### src/design/blnw_pkg.sv
// Shared types and constants for the buffered LCD nibble writer.
`timescale 1ns / 1ps
package blnw_pkg;

  localparam int unsigned DATA_DEPTH_DEF = 32;

  typedef enum logic [1:0] {
    OP_QUEUE = 2'd0,
    OP_CMD   = 2'd1,
    OP_TICK  = 2'd2
  } op_t;

  typedef enum logic [1:0] {
    ST_IDLE,
    ST_READ,
    ST_CMD_HI,
    ST_OUT
  } state_t;

  typedef struct packed {
    logic [1:0] operation;
    logic [7:0] byte_value;
  } req_beat_t;

  typedef struct packed {
    logic [3:0] nibble;
    logic       register_select;
    logic       strobe_res;
    logic       status;
    logic       last;
  } rsp_beat_t;

endpackage

### src/design/blnw_ram.sv
// Generic simple dual-port RAM, one write port, one registered read port.
`timescale 1ns / 1ps
module blnw_ram #(
  parameter int unsigned WIDTH = 8,
  parameter int unsigned DEPTH = 32
) (
  input  logic                     clk,
  input  logic                     we,
  input  logic [$clog2(DEPTH)-1:0] waddr,
  input  logic [WIDTH-1:0]         wdata,
  input  logic [$clog2(DEPTH)-1:0] raddr,
  output logic [WIDTH-1:0]         rdata
);

  logic [WIDTH-1:0] mem [DEPTH];

  always_ff @(posedge clk) begin
    if (we) begin
      mem[waddr] <= wdata;
    end
    rdata <= mem[raddr];
  end

endmodule

### src/design/buffered_lcd_nibble_writer_top.sv
// Buffered 4-bit character LCD writer: data queue, command bypass, tick dispatcher.
//
//   channel | dir | handshake            | payload
//   req     | in  | req_valid/req_stall  | req_beat_t (operation, byte_value)
//   rsp     | out | rsp_valid/rsp_stall  | rsp_beat_t (nibble, rs, strobe, status, last)
//
// One item at a time. Queue: accepted in ST_IDLE, answered from ST_OUT, then back to idle.
// Tick: passes ST_READ, which uses the registered read of the data RAM, then ST_OUT.
// Command: upper nibble beat in ST_CMD_HI, lower in ST_OUT, through the single output register.
// Output stalls hold the current beat and keep req stalled.
// Reset clears indices, phase and the per-entry valid bits at once; no clearing pass.
`timescale 1ns / 1ps
module buffered_lcd_nibble_writer_top
  import blnw_pkg::*;
#(
  parameter int unsigned DATA_DEPTH = DATA_DEPTH_DEF
) (
  input  logic      clk,
  input  logic      rst,
  input  logic      req_valid,
  output logic      req_stall,
  input  req_beat_t req,
  output logic      rsp_valid,
  input  logic      rsp_stall,
  output rsp_beat_t rsp
);

  localparam int unsigned AW = $clog2(DATA_DEPTH);
  localparam int unsigned IW = $clog2(DATA_DEPTH + 1);
  localparam logic [IW-1:0] DEPTH_I = IW'(DATA_DEPTH);

  state_t                state, state_next;
  rsp_beat_t             rsp_next;
  logic [IW-1:0]         write_index, write_index_next;
  logic [IW-1:0]         read_index, read_index_next;
  logic                  lower_phase, lower_phase_next;
  logic [3:0]            cmd_low;
  logic [DATA_DEPTH-1:0] entry_valid;

  logic                  wr_en, clr_en, req_fire, full, in_range, hit;
  logic [7:0]            rdata;
  logic [AW-1:0]         waddr, raddr;
  logic [3:0]            tick_nib;

  assign req_fire = req_valid && !req_stall;
  assign waddr    = write_index[AW-1:0];
  assign raddr    = read_index[AW-1:0];
  assign full     = (write_index >= DEPTH_I);
  assign in_range = (read_index < DEPTH_I);
  // an entry never written since reset, or consumed, counts as a zero byte (no hit)
  assign hit      = in_range && entry_valid[raddr] && (rdata != 8'd0);
  assign tick_nib = lower_phase ? rdata[3:0] : rdata[7:4];

  blnw_ram #(
    .WIDTH(8),
    .DEPTH(DATA_DEPTH)
  ) u_store (
    .clk  (clk),
    .we   (wr_en),
    .waddr(waddr),
    .wdata(req.byte_value),
    .raddr(raddr),
    .rdata(rdata)
  );

  // next state
  always_comb begin
    state_next = state;
    case (state)
      ST_IDLE: begin
        if (req_valid) begin
          case (req.operation)
            OP_QUEUE: state_next = ST_OUT;
            OP_CMD:   state_next = ST_CMD_HI;
            OP_TICK:  state_next = ST_READ;
            default:  state_next = ST_IDLE;
          endcase
        end
      end
      ST_READ:   state_next = ST_OUT;
      ST_CMD_HI: if (!rsp_stall) state_next = ST_OUT;
      ST_OUT:    if (!rsp_stall) state_next = ST_IDLE;
      default:   state_next = ST_IDLE;
    endcase
  end

  // outputs and datapath updates
  always_comb begin
    req_stall        = (state != ST_IDLE);
    rsp_valid        = (state == ST_CMD_HI) || (state == ST_OUT);
    rsp_next         = rsp;
    wr_en            = 1'b0;
    clr_en           = 1'b0;
    write_index_next = write_index;
    read_index_next  = read_index;
    lower_phase_next = lower_phase;
    case (state)
      ST_IDLE: begin
        if (req_valid) begin
          case (req.operation)
            OP_QUEUE: begin
              wr_en            = !full;
              write_index_next = full ? write_index : write_index + IW'(1);
              rsp_next         = '{4'd0, 1'b0, 1'b0, full, 1'b1};
            end
            OP_CMD: begin
              rsp_next = '{req.byte_value[7:4], 1'b0, 1'b1, 1'b0, 1'b0};
            end
            default: ;
          endcase
        end
      end
      ST_READ: begin
        if (hit) begin
          rsp_next = '{tick_nib, 1'b1, 1'b1, 1'b0, 1'b1};
          if (lower_phase) begin
            clr_en           = 1'b1;
            read_index_next  = read_index + IW'(1);
            lower_phase_next = 1'b0;
          end else begin
            lower_phase_next = 1'b1;
          end
        end else begin
          // end mark (zero byte or invalid entry) or end of buffer: rewind both indices
          write_index_next = '0;
          read_index_next  = '0;
          rsp_next         = '{4'd0, 1'b0, 1'b0, 1'b0, 1'b1};
        end
      end
      ST_CMD_HI: begin
        if (!rsp_stall) begin
          rsp_next = '{cmd_low, 1'b0, 1'b1, 1'b0, 1'b1};
        end
      end
      default: ;
    endcase
  end

  always_ff @(posedge clk) begin
    if (rst) begin
      state       <= ST_IDLE;
      write_index <= '0;
      read_index  <= '0;
      lower_phase <= 1'b0;
      entry_valid <= '0;
    end else begin
      state       <= state_next;
      write_index <= write_index_next;
      read_index  <= read_index_next;
      lower_phase <= lower_phase_next;
      if (wr_en) begin
        entry_valid[waddr] <= 1'b1;
      end
      if (clr_en) begin
        entry_valid[raddr] <= 1'b0;
      end
    end
  end

  always_ff @(posedge clk) begin
    rsp <= rsp_next;
    if (req_fire) begin
      cmd_low <= req.byte_value[3:0];
    end
  end

  a_windex_bound: assert property (@(posedge clk) disable iff (rst)
    write_index <= DEPTH_I)
    else $error("write index past buffer depth");

  a_rindex_bound: assert property (@(posedge clk) disable iff (rst)
    read_index <= DEPTH_I)
    else $error("read index past buffer depth");

  a_phase_in_range: assert property (@(posedge clk) disable iff (rst)
    lower_phase |-> in_range)
    else $error("lower nibble pending with read index out of range");

  a_cmd_pair: assert property (@(posedge clk) disable iff (rst)
    (state == ST_CMD_HI && !rsp_stall) |=> (rsp_valid && rsp.last && rsp.strobe_res))
    else $error("command upper nibble not followed by final lower nibble");

  a_nonlast_is_cmd: assert property (@(posedge clk) disable iff (rst)
    (rsp_valid && !rsp.last) |-> (rsp.strobe_res && !rsp.register_select))
    else $error("non-final beat that is not a command nibble");

endmodule
### config.mk
export PLATFORM = sky130hd
export DESIGN_NAME = buffered_lcd_nibble_writer_top
export DESIGN_NICKNAME = d
export VERILOG_FILES = /design/src/design/blnw_pkg.sv /design/src/design/blnw_ram.sv /design/src/design/buffered_lcd_nibble_writer_top.sv
export SDC_FILE = /design/constraint.sdc
export NUM_CORES = 1
export LEC_CHECK = 0
export ABC_AREA = 1
export BUFFER_PORTS_ARGS = -buffer_cell sky130_fd_sc_hd__buf_2
export CORE_MARGIN = 1.5
export CORE_UTILIZATION = 35
export CTS_BUF_LIST = sky130_fd_sc_hd__clkbuf_16
export CTS_CLUSTER_DIAMETER = 40
export DETAILED_ROUTE_END_ITERATION = 16
export RECOVER_POWER = 50
export SYNTH_ARGS = -nofsm -noshare
export SYNTH_HDL_FRONTEND = slang
export SYNTH_SLANG_ARGS = --single-unit
### constraint.sdc
create_clock -name clk -period 6.65 [get_ports clk]
set_input_delay 0 -clock clk [delete_from_list [all_inputs] [get_ports clk]]
set_output_delay 0 -clock clk [all_outputs]
set_load 0.1 [all_outputs]
==> results of run 1 <==
[kinds of logic (layout without fill, tap and decap cells)]
kind of cell	Yosys count	count (layout)	share of synthesized area, %
AO/OA/AOI/OAI	292	292	11.8
XOR/XNOR	2	2	0.132
adder cells (fa/ha/maj)	13	13	1.23
buffers and inverters	129	189	3.86
flip-flops	323	323	69.0
AND/OR/NAND/NOR	449	449	13.9
[registers in the layout (all words and copies together) (netlist names)]
register and cells:
cmd_low 4, entry_valid 32, lower_phase 1, read_index 6, rsp 8, state 2
u_store.mem 256, u_store.rdata 8, write_index 6
[per-layer routing]
layer | GRT usage, % | vias to the layer above | part of all wire, %
met3 | 2.83 | 63 | 7.7
li1 | - | 4308 | -
met1 | 25.5 | 4586 | 46
met2 | 26.2 | 367 | 44
met5 | 0.511 | - | 0
met4 | 5.15 | 0 | 2.2
[worst max-delay path by stage]
stage	start	end	slack, ns	cells after the start
global placement	read_index[0]	read_index[3]	3.28	14
CTS	read_index[0]	read_index[5]	3.26	14
floorplan	state[0]	rsp[0]	3.89	6
detailed placement	read_index[0]	read_index[5]	3.28	14
finish	read_index[0]	rsp[2]	1.95	13
global route	read_index[0]	rsp[2]	1.47	13
[layout by cell type, fill, tap and decap left out, types with 2 or more instances in the layout]
cell and count:
nor2_1 202, nand3_1 31, a221oi_1 7, xor2_1 2, inv_1 70, clkinv_4 2, clkinvlp_4 7, inv_2 2
buf_4 4, nand4_1 11, a21oi_1 48, nor3_2 4, dfxtp_1 54, dlygate4sd3_1 6, or2_1 2, ha_1 13
nand2_1 180, buf_2 5, clkinv_2 8, inv_6 9, o22ai_1 64, or2_2 4, clkbuf_1 19, nor4_1 3
edfxtp_1 268, nor3_1 4, clkbuf_16 47, o21ai_0 172, nor2_2 4, bufinv_16 3, clkinv_1 5
[metrics by stage]
stage	worst slack, ns	cells	area (um2)	hold slack [ns]
after floorplan	3.89	1208	13300	0.0989
after global placement	3.28	1689	13800	0.362
after detailed placement	3.28	1689	13800	0.361
after CTS	3.26	1779	15400	0.0725
after global routing	1.47	1779	15300	0.405
final	1.95	1779	15300	0.378
[power by group]
part           switching, uW  leakage, uW  internal (uW)  total (uW)
Sequential              17.2      0.00286           2250        2270
Combinational            403      0.00167           69.8         473
Clock                    918     0.000728           1420        2340
[cell type report]
cell class,instances,area share [%]
well taps,511,4.17
repair buffers,34,1.22
multi-input cells,756,23.4
clock inverters,37,2.10
flip-flops and latches,323,59.7
inverters,71,1.75
clock buffers,47,7.67
[worst max-delay path, stage by stage (launching register included)]
cell      delay [ns]
dfxtp_1         0.33
inv_4           0.62
clkbuf_1        2.13
nand2_1         0.15
nand3_1         0.23
nand2_1         0.07
nand2_1         0.06
nand2_1         0.07
nor2_1          0.16
nand2_2         0.15
nand3_4         0.15
inv_1           0.09
o21ai_0         0.14
nand2_1         0.06
==> key figures, run 1 <==
GRT
  • Initial antenna violation count: 0
  • Vias in the first global route: 8,716
  • Total grt overflow: 0
  • Pin count of the biggest net entering global routing: 94
  • GR Util All Layers: 17.3%
  • First-pass GRT wire length: 51,600 um

Setup path
  • Critical path arrival: about 5 ns
  • Critical Path End Type: flop
  • Crit Reg-Reg Endpoint: rsp[2]
  • Critical path startpoint category: flop
  • Data required, critical path: 6.93 ns
  • Reg2Reg Depth: 13
  • WS Path Type: reg -> reg
  • R2r setup slk: 1.95 ns
  • Max FO, Critical Path: 82
  • Worst r2r src: read_index[0]

Power and ir drop
  • Peak VDD IR: 0.172 mV
  • Tot Pwr: 5080 uW
  • Power per cell area: 331 nW/um2
  • Reported leakage power: 0.00526 uW

Synthesis
  • Syn avg cell area: between 10 and 15 um2
  • Synth Net Count: around 1,200
  • Asr flop ratio synth: 0%
  • Mapped Cells: 1,208
  • YS warnings: 0
  • Area contributors post-synth: edfxtp_1 61%, dfxtp_1 8.3%, o21ai_0 6.5%
  • Synth top cells by count: 268 x edfxtp_1, 202 x nor2_1, 180 x nand2_1, 172 x o21ai_0, 70 x inv_1
  • Yosys cell types: 28
  • Most common cell in the netlist: edfxtp_1
  • Top_reg_cell synth: edfxtp_1
  • Synth top area share: 60.7%
  • Mapped Area: 13,300 um2
  • Post-synthesis sequential area ratio: 69.0%
  • Count of state elements after synthesis: 323
  • Largest area contributor in the synthesized netlist: edfxtp_1
  • Post-synth EDFFs: 268

Clock network
  • Bufs on Longest Clock Path: 3
  • Clock sink count: 323
  • Post-CTS sizing: 0
  • CTS Root Buffer Type: clkbuf_16
  • Worst-skew pair later-pin latency: 0.54 ns
  • CTS tree: built
  • H-tree depth: 2
  • CTS Hold Bufs: 6
  • CTS Buf Count: 45
  • Clk pin slew, worst setup/hold paths: 0.06 ns
  • Postcts setup bufs: 0

Timing
  • Setup tns final: 0 ns
  • Slew headroom: -95.0%
  • Fin. max-slew vios: 339
  • Min Clock Period, post-route: 4.70 ns
  • Final setup viols: 0
  • Worst-margin pin slew: 2.92 ns
  • RSZ-0062 raised after global routing: false
  • Max frequency: about 210 MHz
  • Period Utilization, post-route: 70.6%
  • Clock skew: 0.0149 ns
  • Hold Fails Final Rpt: 0

Layout
  • N_diodes: 0
  • Fill cells: 3,586
  • Final Util: 40.9%
  • Area of the multi-input gates: 3590 um2
  • Layout area overhead: 15.7%
  • Sequential cell area: 9150 um2
  • Share of cells above drive strength 1: 8.28%
  • Nets: 1,258

Worst hold path
  • Hold crit path type: in -> reg
  • Hold Crit Start: rst
  • WHS Path Cells: 3
  • Worst Hold End: write_index[4]

Placement
  • DP HPWL: 19,900 um
  • Number of port buffers: 23
  • RePlAce Congestion: 0.902

Floorplanning
  • Core Area: 37,500 um2
  • Num rows: 71
  • Starting Density: 35.3%
  • Die height: between 150 and 200 um
  • IO Pins: 24
  • Die ar.: 39,000 um2
  • Width of the chip: 198 um

Drt
  • TritonRoute pass-1 iters: 5
  • Via count: 9,324
  • Initial DRC count: 904
  • Residual DRC: 0
  • DR WL/cell: 19.2 um
  • Final ANT Viol Nets: 0
  • Final wirelength: 34,100 um
  • DR vias/cell: 5.24

Status
  • Status: complete, but fails checks
  • Failing checks: capacitance limit, slew limit

Job
  • Max_cap viols: 9
(Power assumes the default switching activity.)
==> run 2, diff against run 1 <==
clock period = 4.8 ns   (was 6.65 ns; I/O delays follow)
==> key figures, run 2 (synthesis gave the netlist of run 1 again) <==
Layout
  • N_diodes: 0
  • Max reg flops: 256
  • Most flops, register: u_store.mem
  • Share of cells above drive strength 1: under 10%
  • Final Util: 40.8%
  • Most common cell after layout, fill and taps aside: edfxtp_1
  • Most frequent cells in the layout: 268 x edfxtp_1, 202 x nor2_1, 180 x nand2_1, 172 x o21ai_0, 74 x inv_1
  • Largest regs: u_store.mem (256), entry_valid (32)
  • Nets: 1,255
  • Layout area overhead: 15.4%

Timing
  • Fin. max-slew vios: 361
  • Period Utilization, post-route: 81.4%
  • Hold Fails Final Rpt: 0
  • Clock skew: 0.0225 ns
  • Final setup viols: 0
  • Slew headroom: -74.6%
  • Worst-margin pin slew: 2.62 ns
  • Min Clock Period, post-route: 3.91 ns
  • Setup tns final: 0 ns
  • Max frequency: 256 MHz
  • RSZ-0062 raised after global routing: false

Setup path
  • Critical Path End Type: flop
  • Crit Reg-Reg Endpoint: u_store.rdata[0]
  • Data required, critical path: 5.28 ns
  • Crit path to: u_store.rdata[0]
  • Worst r2r src: read_index[0]
  • WS Path Type: reg -> reg
  • Critical path arrival: 4.38 ns
  • R2r setup slk: 0.89 ns
  • Critical path startpoint category: flop
  • Critical path launch point: read_index[0]
  • Reg2Reg Depth: 7
  • Max FO, Critical Path: 88

Power and ir drop
  • Tot Pwr: 7010 uW
  • Power per cell area: 458 nW/um2
  • Peak VDD IR: 0.226 mV
  • Reported leakage power: 0.00526 uW

Job
  • Max_cap viols: 9

Drt
  • TritonRoute pass-1 iters: 5
  • Initial DRC count: 1,088
  • Final ANT Viol Nets: 0
  • DR WL/cell: 18.7 um
  • Residual DRC: 0
  • Via count: 9,209
  • DR vias/cell: between 5 and 6
  • Final wirelength: 33,100 um

Placement
  • Number of port buffers: 23
  • DP HPWL: between 15,000 and 20,000 um
  • RePlAce Congestion: 0.848

Floorplanning
  • Num rows: 71
  • Die height: 198 um
  • Width of the chip: 198 um
  • Starting Density: 35.3%
  • IO Pins: 24
  • Die ar.: 39,000 um2
  • Core Area: between 30,000 and 40,000 um2

Clock network
  • Postcts setup bufs: 0
  • Worst-skew pair later-pin latency: around 0.54 ns
  • CTS Hold Bufs: 6
  • Clock sink count: 323
  • CTS Buf Count: 42
  • Post-CTS sizing: 0
  • Clk pin slew, worst setup/hold paths: 0.07 ns
  • CTS tree: built
  • CTS Root Buffer Type: clkbuf_16
  • H-tree depth: 2
  • Bufs on Longest Clock Path: 3

GRT
  • GR Util All Layers: 17.0%
  • Pin count of the biggest net entering global routing: 95
  • Total grt overflow: 0
  • Initial antenna violation count: 0
  • Vias in the first global route: 8,539
  • First-pass GRT wire length: about 50,000 um

Worst hold path
  • Hold crit path type: in -> reg
  • WHS Path Cells: 3

Status
  • Status: complete, but fails checks
  • Failing checks: capacitance limit, slew limit
run 2: changes by cell type in the layout (fill, tap and decap cells not counted), moves of 2 or more:
cell,change
clkbuf_16,-5
clkinv_2,-5
inv_1,+4
bufinv_16,+3
clkinv_1,-3
clkinvlp_4,-3
inv_8,+3
clkinv_4,+2
run 2: worst min-delay path by stage:
| stage | start | to | slack, ns |
|---|---|---|---|
| 2_1_floorplan | req[0] | cmd_low[0] | 0.1 |
| 3_3_place_gp | rst | read_index[1] | 0.34 |
| 3_5_place_dp | rst | write_index[4] | 0.34 |
| 4_1_cts | req[3] | u_store.mem[16][3] | 0.08 |
| 5_1_grt | rst | read_index[2] | 0.37 |
| 6_report | rst | read_index[2] | 0.37 |
run 2: power by group:
| part | leakage, uW | internal [uW] | total, uW | switching (uW) |
|---|---|---|---|---|
| Clock | 0.000722 | 1960 | 3220 | 1260 |
| Combinational | 0.00167 | 96.8 | 650 | 553 |
| Sequential | 0.00286 | 3120 | 3140 | 24.3 |
| Total | 0.00526 | 5180 | 7010 | 1830 |
run 2: critical path, cell delays in order (launching register included):
cell and delay, ns:
dfxtp_1 0.35, inv_1 1.86, buf_4 0.75, o21ai_0 0.21
o22ai_1 0.21, nand2_1 0.11, nand4_1 0.16, or2_1 0.13
run 2: area by class of cell:
type,instances,area (um2)
inverters,71,267
clock buffers,42,1050
multi-input cells,756,3590
flip-flops and latches,323,9150
well taps,511,639
repair buffers,34,190
fillers,3623,22200
clock inverters,36,407
run 2: layer usage:
| layer | track usage [%] | wire length [um] |
|---|---|---|
| met1 | 25.5 | 15400 |
| met5 | 0 | 0 |
| met4 | 4.72 | 726 |
| met2 | 25.2 | 14300 |
| met3 | 2.77 | 2650 |
run 2: per-stage QoR:
step           std cells  hold slack [ns]  cell area (um2)  setup slack, ns
2_1_floorplan       1208           0.0989            13300             2.04
3_3_place_gp        1689            0.335            13800             1.56
3_5_place_dp        1689            0.339            13800             1.36
4_1_cts             1773           0.0798            15300             1.42
5_1_grt             1773            0.373            15300            0.478
6_report            1773            0.374            15300            0.893
==> run 3, diff against run 2 <==
clock period = 3.4 ns   (was 4.8 ns; I/O delays follow)
==> key figures, run 3 (synthesis gave the netlist of run 1 again) <==
Status
  • Failing checks: capacitance limit, slew limit
  • Status: complete, but fails checks

Setup path
  • Critical path arrival: roughly 3.6 ns
  • Critical Path End Type: flop
  • Worst r2r src: state[0]
  • WS Path Type: reg -> reg
  • Data required, critical path: 3.86 ns
  • Crit Reg-Reg Endpoint: entry_valid[16]
  • Critical path startpoint category: flop
  • R2r setup slk: 0.27 ns
  • Max FO, Critical Path: 9
  • Reg2Reg Depth: 10

Power and ir drop
  • Tot Pwr: 10,100 uW
  • Reported leakage power: around 0.0055 uW
  • Peak VDD IR: 0.314 mV
  • Power per cell area: 642 nW/um2

Layout
  • Cell area after layout: 15,700 um2
  • Final Util: 41.8%
  • Most common cell after layout, fill and taps aside: edfxtp_1
  • Most flops, register: u_store.mem
  • Nets: between 1,000 and 1,500
  • Most frequent cells in the layout: 268 x edfxtp_1, 201 x nor2_1, 180 x nand2_1, 172 x o21ai_0, 73 x inv_1
  • Layout area overhead: 18.2%
  • Largest regs: u_store.mem (256), entry_valid (32)
  • Fill cells: 3,602
  • Share of cells above drive strength 1: 10.5%
  • N_diodes: 0
  • Max reg flops: 256

Timing
  • Fin. max-slew vios: about 270
  • Min Clock Period, post-route: 3.13 ns
  • Setup tns final: 0 ns
  • Worst-margin pin slew: between 1.5 and 2 ns
  • RSZ-0062 raised after global routing: false
  • Period Utilization, post-route: roughly 92%
  • Slew headroom: -30.0%
  • Setup ws final: 0.274 ns
  • Max frequency: 320 MHz
  • Clock skew: 0.0225 ns
  • Hold Fails Final Rpt: 0
  • Final setup viols: 0

Clock network
  • Postcts setup bufs: 0
  • Clk pin slew, worst setup/hold paths: roughly 0.060 ns
  • CTS Buf Count: 44
  • Bufs on Longest Clock Path: 3
  • CTS Root Buffer Type: clkbuf_16
  • CTS tree: built
  • H-tree depth: 2
  • Worst-skew pair later-pin latency: 0.53 ns
  • Clock sink count: 323

Drt
  • Final ANT Viol Nets: 0
  • Via count: 9,355
  • TritonRoute pass-1 iters: 6
  • Final wirelength: 33,700 um
  • Initial DRC count: 899
  • DR WL/cell: 18.6 um
  • DR vias/cell: 5.16
  • Residual DRC: 0

Job
  • Max_cap viols: 8

GRT
  • Vias in the first global route: 8,917
  • First-pass GRT wire length: 52,100 um
  • GR Util All Layers: about 17%
  • Total grt overflow: 0
  • Pin count of the biggest net entering global routing: 76
  • Initial antenna violation count: 0

Placement
  • Post-DP Area: 14,100 um2
  • Number of port buffers: 23
  • DP HPWL: 20,500 um
  • Pre-CTS WS: 0.729 ns
  • RePlAce Congestion: about 0.87

Floorplanning
  • Core Area: 37,500 um2
  • Starting Density: between 30% and 40%
  • Die height: 198 um
  • Num rows: 71
  • Die ar.: 39,000 um2
  • IO Pins: 24
  • Width of the chip: 198 um

Worst hold path
  • Hold Crit Start: rst
  • WHS Path Cells: 3
  • Worst Hold End: read_index[1]
  • Hold crit path type: in -> reg
[run 3: cell count changes in the layout (fill, tap and decap cells not counted), sizes merged]
cell | before | now
clkbuf | 60 | 68
inv | 87 | 80
dlygate4sd3 | 6 | 8
clkinv | 10 | 13
buf | 10 | 44
clkinvlp | 4 | 6
bufinv | 6 | 5
[run 3: critical path: stages, from the launching register on]
cell and delay (ns):
dfxtp_1 0.33, inv_1 0.12, ha_1 0.25, nand2_1 0.11, nor4_1 0.17, dlygate4sd3_1 0.58, buf_4 0.14, nand2_1 0.28
nor2_1 0.72, o21ai_0 0.18, a21oi_1 0.18
[run 3: layer usage]
layer	track usage (%)	vias up	wire, um
met5	0	-	0
met4	5.46	0	873
met2	26.7	340	15000
met1	24.8	4571	15400
met3	3.52	55	2430
li1	-	4389	-
[run 3: what timing repair did]
item | CTS | global route
hold buffers | 8 | 0
endpoints found under the setup margin | 0 | 1
endpoints found under the hold margin | 26 | 0
resized for setup | 0 | 1
[run 3: layout make-up]
class	instances	area, um2	area share, %
flip-flops and latches	323	9150	58.4
inverters	71	269	1.72
clock inverters	33	335	2.14
well taps	511	639	4.08
clock buffers	48	1200	7.67
multi-input cells	756	3590	22.9
repair buffers	72	474	3.03
[run 3: through the flow]
step / hold WS [ns] / cells
3_5_place_dp: 0.344 / 1725
6_report: 0.393 / 1814
3_3_place_gp: 0.340 / 1725
5_1_grt: 0.408 / 1814
4_1_cts: 0.0734 / 1814
2_1_floorplan: 0.0989 / 1208
[run 3: power breakdown]
part / total (uW) / switching, uW / internal, uW
Sequential: 4430 / 33.5 / 4400
Clock: 4680 / 1730 / 2950
Combinational: 947 / 788 / 158
Total: 10100 / 2560 / 7510
[run 3: how the worst max path moves through the flow]
stage | start | end | slack, ns | cells after the start
final | state[0] | entry_valid[16] | 0.27 | 10
after floorplan | state[0] | rsp[0] | 0.64 | 6
after global routing | state[0] | entry_valid[16] | 0.07 | 10
after CTS | state[0] | entry_valid[4] | 0.24 | 10
after global placement | read_index[0] | rsp[2] | 0.77 | 12
after detailed placement | read_index[0] | read_index[4] | 0.73 | 12
